<file path="config.mk">
export PLATFORM = sky130hd
export DESIGN_NAME = ots_ctrl
export DESIGN_NICKNAME = d
export VERILOG_FILES = /design/src/rtl/ots_pkg.sv /design/src/rtl/ots_ctrl.sv
export SDC_FILE = /design/constraint.sdc
export NUM_CORES = 1
export LEC_CHECK = 0
export ABC_CLOCK_PERIOD_IN_PS = 1700
export BUFFER_PORTS_ARGS = -buffer_cell sky130_fd_sc_hd__buf_2
export CAP_MARGIN = 20
export CORE_MARGIN = 2
export CORE_UTILIZATION = 40
export CTS_CLUSTER_SIZE = 20
export DETAILED_ROUTE_END_ITERATION = 10
export HOLD_SLACK_MARGIN = 0.08
export PLACE_DENSITY = 0.76
export SLEW_MARGIN = 20
export SYNTH_ARGS = -nofsm -noshare
export SYNTH_HDL_FRONTEND = slang
export SYNTH_SLANG_ARGS = --single-unit
</file>
<file path="constraint.sdc">
create_clock -name clk -period 1.7 [get_ports clk]
set_input_delay 0 -clock clk [delete_from_list [all_inputs] [get_ports clk]]
set_output_delay 0 -clock clk [all_outputs]
set_load 0.05 [all_outputs]
</file>
<file path="src/rtl/ots_pkg.sv">
`default_nettype none
// ----------------------------------------------------------------------------
// ots_pkg
// Shared constants and controller/datapath interface types.
// ----------------------------------------------------------------------------
package ots_pkg;
    localparam int LEVELS_DEF     = 256;
    localparam int COUNT_BITS_DEF = 22;

    typedef struct packed {
        logic bin_en;    // bin an incoming item
        logic sw_start;  // load sweep accumulators
        logic rd_issue;  // read histogram at sweep index
        logic step;      // use read data for one level
        logic mul_go;    // advance multiply sequence
        logic clr_start; // begin clearing pass
        logic clr_en;    // clear at sweep index
        logic finish;    // reset frame totals
    } ots_cmd_t;

    typedef struct packed {
        logic idx_last;  // sweep index at LEVELS-1
        logic stop;      // foreground became empty
        logic mul_done;  // multiply sequence finished
        logic skip;      // background still empty at this level
    } ots_sts_t;
endpackage
`default_nettype wire

</file>
<file path="src/rtl/ots_ctrl.sv">
`default_nettype none
// ----------------------------------------------------------------------------
// ots_ctrl
// Frame sequencer: accept, sweep, clear, deliver.
// ----------------------------------------------------------------------------
module ots_ctrl (
    input  wire logic          clk,
    input  wire logic          rst_n,
    input  wire logic          in_valid,
    input  wire logic          last_pixel,
    output logic               in_stall,
    output logic               out_valid,
    input  wire logic          out_stall,
    input  wire logic [7:0]    thr_in,
    output logic [7:0]         threshold,
    output ots_pkg::ots_cmd_t  cmd,
    input  ots_pkg::ots_sts_t  sts
);
    import ots_pkg::*;
    typedef enum logic [2:0] {S_CLR, S_RUN, S_RD, S_STEP, S_MUL, S_OUT} state_t;
    state_t state_reg;
    logic   ov_reg, last_reg, lvl_last_reg;
    logic [7:0] thr_reg;
    logic   acc;

    // only a last pixel has to wait for the output register
    assign in_stall  = (state_reg != S_RUN) || (ov_reg && last_pixel);
    assign acc       = in_valid && !in_stall;
    assign out_valid = ov_reg;
    assign threshold = thr_reg;

    always_comb
    begin
        cmd           = '0;
        cmd.bin_en    = acc;
        cmd.sw_start  = acc && last_pixel;
        cmd.rd_issue  = (state_reg == S_RD);
        cmd.step      = (state_reg == S_STEP) && !sts.stop;
        cmd.mul_go    = (state_reg == S_STEP) && !sts.stop && !sts.skip;
        cmd.clr_start = ((state_reg == S_STEP) &&
                         (sts.stop || (sts.skip && sts.idx_last))) ||
                        (state_reg == S_OUT);
        cmd.clr_en    = (state_reg == S_CLR);
        cmd.finish    = cmd.clr_start;
    end

    always_ff @(posedge clk or negedge rst_n)
    begin
        if (!rst_n)
        begin
            state_reg    <= S_CLR;
            ov_reg       <= 1'b0;
            last_reg     <= 1'b0;
            lvl_last_reg <= 1'b0;
            thr_reg      <= '0;
        end
        else
        begin
            if (ov_reg && !out_stall)
                ov_reg <= 1'b0;
            unique case (state_reg)
                S_RUN:  if (acc && last_pixel) state_reg <= S_RD;
                S_RD:   state_reg <= S_STEP;
                S_STEP:
                begin
                    if (cmd.clr_start)
                    begin
                        state_reg <= S_CLR;
                        last_reg  <= 1'b1;
                    end
                    else if (sts.skip)
                        state_reg <= S_RD;
                    else
                    begin
                        state_reg    <= S_MUL;
                        lvl_last_reg <= sts.idx_last;
                    end
                end
                S_MUL:
                    if (sts.mul_done)
                        state_reg <= lvl_last_reg ? S_OUT : S_RD;
                S_OUT:
                begin
                    state_reg <= S_CLR;
                    last_reg  <= 1'b1;
                end
                S_CLR:
                    if (sts.idx_last)
                    begin
                        state_reg <= S_RUN;
                        if (last_reg)
                        begin
                            ov_reg   <= 1'b1;
                            thr_reg  <= thr_in;
                            last_reg <= 1'b0;
                        end
                    end
                default: state_reg <= S_CLR;
            endcase
        end
    end
endmodule
`default_nettype wire

</file>
* Yosys cells after proc, flatten, opt, wreduce, memory -nomap -nowiden *
Cells that the tools add are included.

storage, ports and cells
  register bits after elaboration = 14
  input bits = 17
  logic and storage cells = 52

operators by class
  equal/unequal tests = 10
  mux-type cells = 14
  bitwise operators = 2
  reductions and logical operators = 21

operator list
  operator                                               number
  two-way mux 3 bit                                      6
  one-hot mux 3 bit (5 select lines)                     1
  AND reduction 3 bit                                    4
  logical AND 1 bit                                      8
  equality test 3 x 2 -> 1 bit, second input constant    2
  equality test 3 bit, second input constant             2
  two-way mux 1 bit                                      6
  inequality test 2 bit, second input constant           3
  logical NOT 1 bit                                      4
  equality test 3 x 1 -> 1 bit, second input constant    1
  logical NOT 3 bit                                      1
  logical OR 1 bit                                       3
  inequality test 3 x 1 -> 1 bit, second input constant  1
  one-hot mux 1 bit (3 select lines)                     1
  nonzero test 3 bit                                     1
  inequality test 2 x 1 -> 1 bit, second input constant  1
  NOT 1 bit                                              2

* Logic depth before layout (Yosys ltp) *
Gate-level depths: netlist (run 1).

  depth after elaboration = 7
  gate-level depth with buffers = 5

* Least setup slack after synthesis (run 1) *
Ideal clock, no wire load.

  path kind = register to register
  start point = register state_reg[2]
  end point = register lvl_last_reg
  library setup time = 125 ps
  data arrival time = 2,630 ps
  data required time = 1,575 ps
  slack = -1,054 ps
  stages on the path, launching flop included = 4
  buffers on the path = 1
  clock period less this slack = 2,754 ps
  cell sequence = dfrtp_1 -> buf_2 -> nor4_1 -> mux2_2

on the way
  longest elaborated chain between the ends = 5

RTL lines
  what                                    RTL line                        source
  from (decl)                             ots_ctrl.sv:21                  state_t state_reg;
  from (signal assigned)                  ots_ctrl.sv:81                  state_reg <= lvl_last_reg ? S_OUT : S_RD;
  equality test 3 x 2 -> 1 bit            ots_ctrl.sv:40, ots_ctrl.sv:61
  logical AND 1 bit                       ots_ctrl.sv:40                  cmd.clr_start = ((state_reg == S_STEP) &&
  logical OR 1 bit                        ots_ctrl.sv:41                  (sts.stop || (sts.skip && sts.idx_last))) ||
  NOT 1 bit (no source line)              --
  AND reduction 3 bit (no source line) *  --
  to (signal assigned)                    ots_ctrl.sv:76                  lvl_last_reg <= sts.idx_last;
  to (decl)                               ots_ctrl.sv:22                  logic ov_reg, last_reg, lvl_last_reg;

Every way passes the cells marked *; elsewhere a longest branch is shown, timed or not.
A chain may end at the register's enable or synchronous reset.

* Final worst setup path (run 1) *
  start point = input port sts[3] (netlist name)
  end point = register state_reg[1]

on the way
  longest elaborated chain between the ends = 6

RTL lines
  what                                RTL line        source
  from (decl)                         ots_ctrl.sv:17  input ots_pkg::ots_sts_t sts
  logical AND 1 bit                   ots_ctrl.sv:41
  logical OR 1 bit                    ots_ctrl.sv:41
  logical AND 1 bit                   ots_ctrl.sv:40
  logical OR 1 bit                    ots_ctrl.sv:41
  two-way mux 3 bit                   ots_ctrl.sv:66  if (cmd.clr_start)
  one-hot mux 3 bit (5 select lines)  ots_ctrl.sv:61  unique case (state_reg)

Several ways; a longest one is shown, not always the timed one.

==> reports/qor.csv, run 1 <==
metric,value,unit
worst hold start,sts[0],
Syn-to-layout area delta,52.5,%
crit end category,flip-flop,
M3 GR Usage,2.69,%
Post-synth EDFFs,0,
met1 usage,21.2,%
initial core utilization,42.6,%
iteration count of the initial detailed-routing pass,4,
Overall Power,2.24,mW
die width,47.1,um
routability cong.,0.795,
port buffer count,34,
Syn Std Cell Area,743,um2
antenna violations before repair,0,
max reg flops,8,
Max Slew Vio Count,0,
Period minus WS final,1.57,ns
final setup margin,0.127,ns
Final Hold Vio Count,0,
reg2reg start,state_reg[2],
DRT Wirelength,1780,um
Fin Hold WS,0.0959,ns
RR Endpoint,state_reg[1],
"Clk pin slew, worst setup/hold paths",0.07,ns
final non-filler cell total,139,
Hold Path Cell Cnt,3,
Setup crit start kind,input port,
Root Buffer,clkbuf_4,
CTS tree,built,
placed cell count,124,
"Req. time, crit path",1.85,ns
GRT met2 Usage,35.1,%
top post-synthesis cells by area,"dfrtp_1, mux2_2, a21oi_1",
worst hold endpoint,state_reg[2],
Register Area,350,um2
htree depth,1,
GRT busiest layer,met2,
Final #Nets,133,
yosys warns,0,
Vert. Die Dim,47.1,um
"Setup violations, final",0,
pwr dens,1970,nW/um2
status,"complete, no violations",
arrival time worst endpoint,1.72,ns
Worst-Skew Late Latency,0.27,ns
R2R Setup Slk,0.29,ns
CP Class,input port to flip-flop,
Synth area leader,dfrtp_1,
crit path max fanout,7,
final clock period utilization by the worst path,92.5,%
largest net degree at the start of global routing,18,
Total GRT Usage,18.4,%
post-placement setup slack,0.217,ns
Ant. Diodes,0,
setup TNS,0,ns
fmax,636,MHz
Final HPWL DP,1250,um
first-pass GRT wire length,2840,um
Post-DRT Antenna Nets,0,
drt wl/cell,12.8,um
global route overflow,0,
Via density,4.94,
Final Skew,0.00414,ns
clk sink count,14,
R2R cell count,4,
Least-Margin Pin Slew,0.304,ns
ys async rst share,100,%
Cell Rows,15,
Syn Area/Cell,10.9,um2
Seq cells post-synth,14,
layout cells sized above 1,50.9,%
"Seq/Total Area, Yosys",47.1,%
Post-synth top flop,dfrtp_1,
CTS Buffer Depth,2,
via count of the routed design,687,
Slew HR,79.5,%
vias in the first global route,670,
Post-Syn Instances,68,
Leak,0.550,nW
maxcap violations,0,
number of library cell types mapped by synthesis,33,
cts bufs inserted,3,
fillers,139,
RSZ-0062 raised after global routing,false,
syn_nets,85,
Multi-input gate area,389,um2
DRC viols,0,
Ports,35,
Synth top area share,47.1,%
maximum vdd ir drop,1.46,mV
initial DRC count,3,
Post-CTS Setup Inserts,0,
Min-Delay Path Class,input port to flip-flop,
Core Area,1750,um2
die footprint,2220,um2
## report_power, final
part	total [mW]	switching, mW	internal [mW]	leakage (nW)
Combinational	1.48	1.01	0.466	0.364
Clock	0.172	0.0904	0.0818	0.0138
Sequential	0.585	0.0986	0.487	0.173
Total	2.24	1.20	1.03	0.550
## worst max path at each step
stage	cells after the start	slack (ns)	from	to
after CTS	4	0.04	state_reg[1]	cmd[6]
final	5	0.13	sts[3]	state_reg[1]
after global placement	3	0.28	state_reg[1]	state_reg[0]
after detailed placement	4	0.22	state_reg[1]	cmd[6]
after floorplan	3	-0.04	state_reg[2]	lvl_last_reg
after global routing	5	0.05	sts[3]	state_reg[1]
## layout by cell type, fill, tap and decap left out, drive strengths merged
cell         count
buf             37
dfrtp           14
dlygate4sd3     12
mux2             9
inv              4
nand2            3
clkbuf           3
nor3             3
a21oi            3
o21ai            2
a31oi            2
nand2b           2
nor4             2
or3b             2
o211a            1
and2             1
and3             1
nand3            1
a211o            1
nor2b            1
nor3b            1
nor2             1
a21boi           1
a2111oi          1
a211oi           1
or2b             1
a2bb2oi          1
o211ai           1
or3              1
a22oi            1
## kinds of logic after synthesis
group | count (synthesis) | synth area share [%]
AND/OR/NAND/NOR | 20 | 17.2
multiplexers | 9 | 13.6
AO/OA/AOI/OAI | 15 | 14.8
flip-flops | 14 | 47.1
buffers and inverters | 10 | 7.24
## cell usage after synthesis (2+ instances only)
cell / number
nand2_1: 3
a31oi_1: 2
buf_4: 2
o21ai_0: 2
nor4_1: 2
mux2_2: 9
clkbuf_1: 2
nor3_1: 2
a21oi_1: 3
inv_1: 4
dfrtp_1: 14
nand2b_1: 2
## critical path: stages
cell	delay (ns)
dlygate4sd3_1	0.53
buf_2	0.17
or3b_1	0.39
a211o_1	0.32
a2111oi_2	0.32
## cell type report
| type | instances | area share (%) |
|---|---|---|
| clock buffer | 3 | 1.99 |
| tap | 25 | 2.76 |
| timing repair buffer | 49 | 28.7 |
| inverter | 4 | 1.32 |
| multi-input combinational | 44 | 34.3 |
| sequential | 14 | 30.9 |
## per-stage QoR
step | instance area (um2) | utilization (%)
floorplan | 782 | -
global placement | 967 | 55.4
detailed placement | 967 | 55.4
CTS | 1120 | 64.1
global route | 1130 | 64.9
finish | 1130 | 64.9
## repair_timing
item,CTS,global route
hold endpoints to repair,25,0
hold buffers,12,0
resized for setup,3,4
endpoints found under the setup margin,2,1
pin swaps,0,0
## per-layer routing
| metal | wire [um] | vias up |
|---|---|---|
| met4 | 0 | 0 |
| met1 | 765 | 326 |
| met2 | 938 | 25 |
| met5 | 0 | - |
| met3 | 75 | 0 |
| li1 | - | 336 |
Note: power is estimated with default switching activity, not from simulation.
==> run 2: changes to the inputs <==
CORE_UTILIZATION = 44   (was 40)
PLACE_DENSITY = 0.82   (was 0.76)
==> reports/qor.csv, run 2 (synthesis gave the netlist of run 1 again) <==
metric,value,unit
worst stage delay on the critical path,0.41,ns
pwr dens,1990,nW/um2
Root Buffer,clkbuf_4,
RSZ-0062 raised after global routing,false,
R2R Setup Slk,0.27,ns
Ports,35,
slowest CP cell,or3b_4,
"Clk pin slew, worst setup/hold paths",0.09,ns
iteration count of the initial detailed-routing pass,2,
Total GRT Usage,17.1,%
htree depth,1,
Overall Power,2.27,mW
port buffer count,34,
status,"complete, no violations",
Ant. Diodes,0,
Min-Delay Path Class,input port to flip-flop,
global route overflow,0,
"Setup violations, final",0,
"Req. time, crit path",1.70,ns
Final #Nets,134,
DRT Wirelength,1600,um
Max Slew Vio Count,0,
Leak,0.563,nW
die footprint,2030,um2
CTS Buffer Depth,2,
maxcap violations,0,
CTS tree,built,
Final Skew,0.00412,ns
Setup crit start kind,flip-flop,
Cell Rows,14,
DRC viols,0,
Fin Hold WS,0.0960,ns
fmax,645,MHz
via count of the routed design,695,
Core Area,1540,um2
"commonest non-fill, non-tap cell in the layout",buf_2,
first-pass GRT wire length,2590,um
clk sink count,14,
initial DRC count,1,
die width,45.1,um
routability cong.,0.836,
cts bufs inserted,3,
vias in the first global route,643,
worst-path cell chain,or3b_4 -> a21oi_2 -> and3_1 -> buf_6,
post-place instance area,956,um2
Period minus WS final,1.55,ns
CP bufs+invs,1,
layout cells sized above 1,50.0,%
antenna violations before repair,0,
final clock period utilization by the worst path,91.2,%
Vert. Die Dim,45.1,um
Slew HR,79.4,%
Worst-Skew Late Latency,0.27,ns
Least-Margin Pin Slew,0.305,ns
Post-DRT Antenna Nets,0,
max reg flops,8,
crit end category,output pin,
Final HPWL DP,1170,um
Syn-to-layout area delta,53.5,%
Post-Route Utilization,74.0,%
maximum vdd ir drop,1.29,mV
Post-CTS Setup Inserts,0,
initial core utilization,48.2,%
highest-count cells in the layout ignoring fill and taps,"buf_2, dfrtp_1, dlygate4sd3_1, mux2_2, inv_1",
arrival time worst endpoint,1.55,ns
crit path max fanout,3,
Via density,5.27,
largest net degree at the start of global routing,18,
drt wl/cell,12.1,um
final instance area,1140,um2
Final Hold Vio Count,0,
CP Class,flip-flop to output pin,
CP top delay family,simple AND/OR/NAND/NOR gates,
run 2: stage by stage:
step	cells	setup TNS, ns	setup WS [ns]
2_1_floorplan	68	-0.0426	-0.0426
3_3_place_gp	115	0	0.292
3_5_place_dp	115	0	0.248
4_1_cts	132	0	0.0380
5_1_grt	132	0	0.0712
6_report	132	0	0.150
run 2: final cells by class:
type / count / area (um2)
fillers: 112 / 400
multi-input cells: 44 / 384
flip-flops and latches: 14 / 350
clock buffers: 4 / 36.3
well taps: 16 / 20.0
repair buffers: 50 / 335
inverters: 4 / 15.0
run 2: worst register-to-register path, cell delays in order, from the launching register on:
cell	delay, ns
dfrtp_1	0.40
buf_4	0.21
nor4_4	0.35
mux2_2	0.37
run 2: what timing repair did:
action | in CTS | in global routing
endpoints found under the hold margin | 26 | 0
resized for setup | 3 | 3
hold buffers | 13 | 0
setup endpoints to repair | 2 | 2
run 2: where the power goes:
part	switching (mW)	internal [mW]	total (mW)
Clock	0.105	0.130	0.235
Sequential	0.0888	0.486	0.575
Combinational	0.999	0.465	1.46
Total	1.19	1.08	2.27
run 2: per-layer routing:
layer  part of all wire [%]  GRT usage (%)  vias to the layer above
li1                       -              -                      343
met1                     49           22.9                      327
met2                     45           28.3                       25
met3                    5.9           2.80                        0
met4                      0           5.29                        0
met5                      0              0                        -
run 2: final timing paths:
path / startpoint / to / depth (start not counted)
min in group asynchronous: rst_n / state_reg[0] / 2
worst max register to register: state_reg[2] / lvl_last_reg / 3
worst min register to register: threshold[3] / threshold[3] / 1
max in group asynchronous: rst_n / last_reg / 2
worst max-delay path: state_reg[1] / cmd[6] / 4
worst min-delay path: sts[2] / state_reg[2] / 3
==> run 3: changes to the inputs <==
CORE_ASPECT_RATIO = 0.9   (was not set)
==> reports/qor.csv, run 3 (synthesis gave the netlist of run 1 again) <==
metric,value,unit
largest net degree at the start of global routing,18,
Comb power frac,64.5,%
Fin Hold WS,0.0992,ns
crit path max fanout,3,
Ant. Diodes,0,
CP Class,flip-flop to output pin,
final clock period utilization by the worst path,97.9,%
htree depth,1,
Core Area,1630,um2
Final Hold Vio Count,0,
Least-Margin Pin Slew,0.318,ns
cts bufs inserted,3,
global route overflow,0,
Post-CTS Setup Inserts,0,
"commonest non-fill, non-tap cell in the layout",buf_2,
sw power,1.20,mW
status,"complete, no violations",
Final #Nets,132,
first-pass GRT wire length,2840,um
"Setup violations, final",0,
Ports,35,
Seq pwr share,25.6,%
maximum vdd ir drop,1.35,mV
Setup crit start kind,flip-flop,
Worst setup startpoint,state_reg[1],
port buffer count,34,
antenna violations before repair,0,
Worst-Skew Late Latency,0.26,ns
crit end category,output pin,
Period minus WS final,1.66,ns
initial core utilization,45.6,%
Max Slew Vio Count,0,
max reg flops,8,
Leak,0.552,nW
final instance area,1120,um2
Overall Power,2.26,mW
reg2reg start,state_reg[2],
iteration count of the initial detailed-routing pass,4,
die footprint,2030,um2
DRC viols,0,
Pint,1.06,mW
via count of the routed design,683,
CTS tree,built,
Slew HR,78.6,%
Min-Delay Path Class,input port to flip-flop,
R2R Setup Slk,0.28,ns
Multi-input gate area,382,um2
Register Area,350,um2
Cell Rows,14,
layout cells sized above 1,50.9,%
Via density,4.95,
"Req. time, crit path",1.70,ns
highest-count cells in the layout ignoring fill and taps,"buf_2, dfrtp_1, dlygate4sd3_1, mux2_2, buf_4",
routability cong.,0.833,
Post-DRT Antenna Nets,0,
die width,47.3,um
Total GRT Usage,19.3,%
clock power share,10.0,%
Syn-to-layout area delta,50.8,%
fillers,132,
DRT Wirelength,1830,um
Final Skew,0.00226,ns
setup TNS,0,ns
switch share,53.1,%
fmax,601,MHz
"Clk pin slew, worst setup/hold paths",0.08,ns
post-place instance area,966,um2
pwr dens,2020,nW/um2
CTS Buffer Depth,2,
drt wl/cell,13.3,um
arrival time worst endpoint,1.66,ns
worst hold start,sts[1],
maxcap violations,0,
clk sink count,14,
Vert. Die Dim,43.0,um
initial DRC count,2,
Final HPWL DP,1210,um
vias in the first global route,662,
Root Buffer,clkbuf_4,
[run 3: cell types whose count changed in the layout (fill, tap and decap cells not counted), sizes merged]
cell,delta
dlygate4sd3,-2
[run 3: cell type report]
type | count | area share (%)
Inverter | 4 | 1.34
Tap cell | 24 | 2.68
Multi-Input combinational cell | 44 | 34.0
Clock buffer | 4 | 3.24
Sequential cell | 14 | 31.2
Timing Repair Buffer | 48 | 27.5
[run 3: critical path, stage by stage (launching register included)]
cell and delay [ns]:
dfrtp_1 0.38, or3b_2 0.50, a21oi_2 0.16, and3_1 0.17, buf_4 0.19
[run 3: power groups by stage]
stage	logic, mW	clock network (mW)	registers, mW
2_1_floorplan	0.775	0	0.948
3_3_place_gp	1.40	0	0.570
3_5_place_dp	1.42	0	0.580
4_1_cts	1.45	0.228	0.576
5_1_grt	1.54	0.246	0.596
6_report	1.46	0.226	0.578
[run 3: timing repair]
action / 4_1_cts / 5_1_grt
hold buffers: 11 / 0
gates resized for setup: 2 / 1
hold endpoints to repair: 24 / 0
setup endpoints to repair: 2 / 1
[run 3: metal layers]
metal  track usage (%)  routed length, um
met1              25.4                778
met5                 0                  0
met3              2.13                 95
met4              5.00                  0
met2              32.7                959
[run 3: final timing paths]
kind / end / cells after the start
min in group asynchronous: last_reg / 2
max: cmd[6] / 4
max in group asynchronous: state_reg[1] / 2
min reg2reg: threshold[5] / 1
max reg2reg: state_reg[1] / 4
min: state_reg[2] / 4
[run 3: through the flow]
stage / std cells / utilization, % / setup WS, ns
floorplan: 68 / - / -0.0426
CTS: 138 / 68.6 / 0.0191
finish: 138 / 68.8 / 0.0357
detailed placement: 123 / 59.3 / 0.257
global route: 138 / 68.8 / -0.00569
global placement: 123 / 59.3 / 0.297
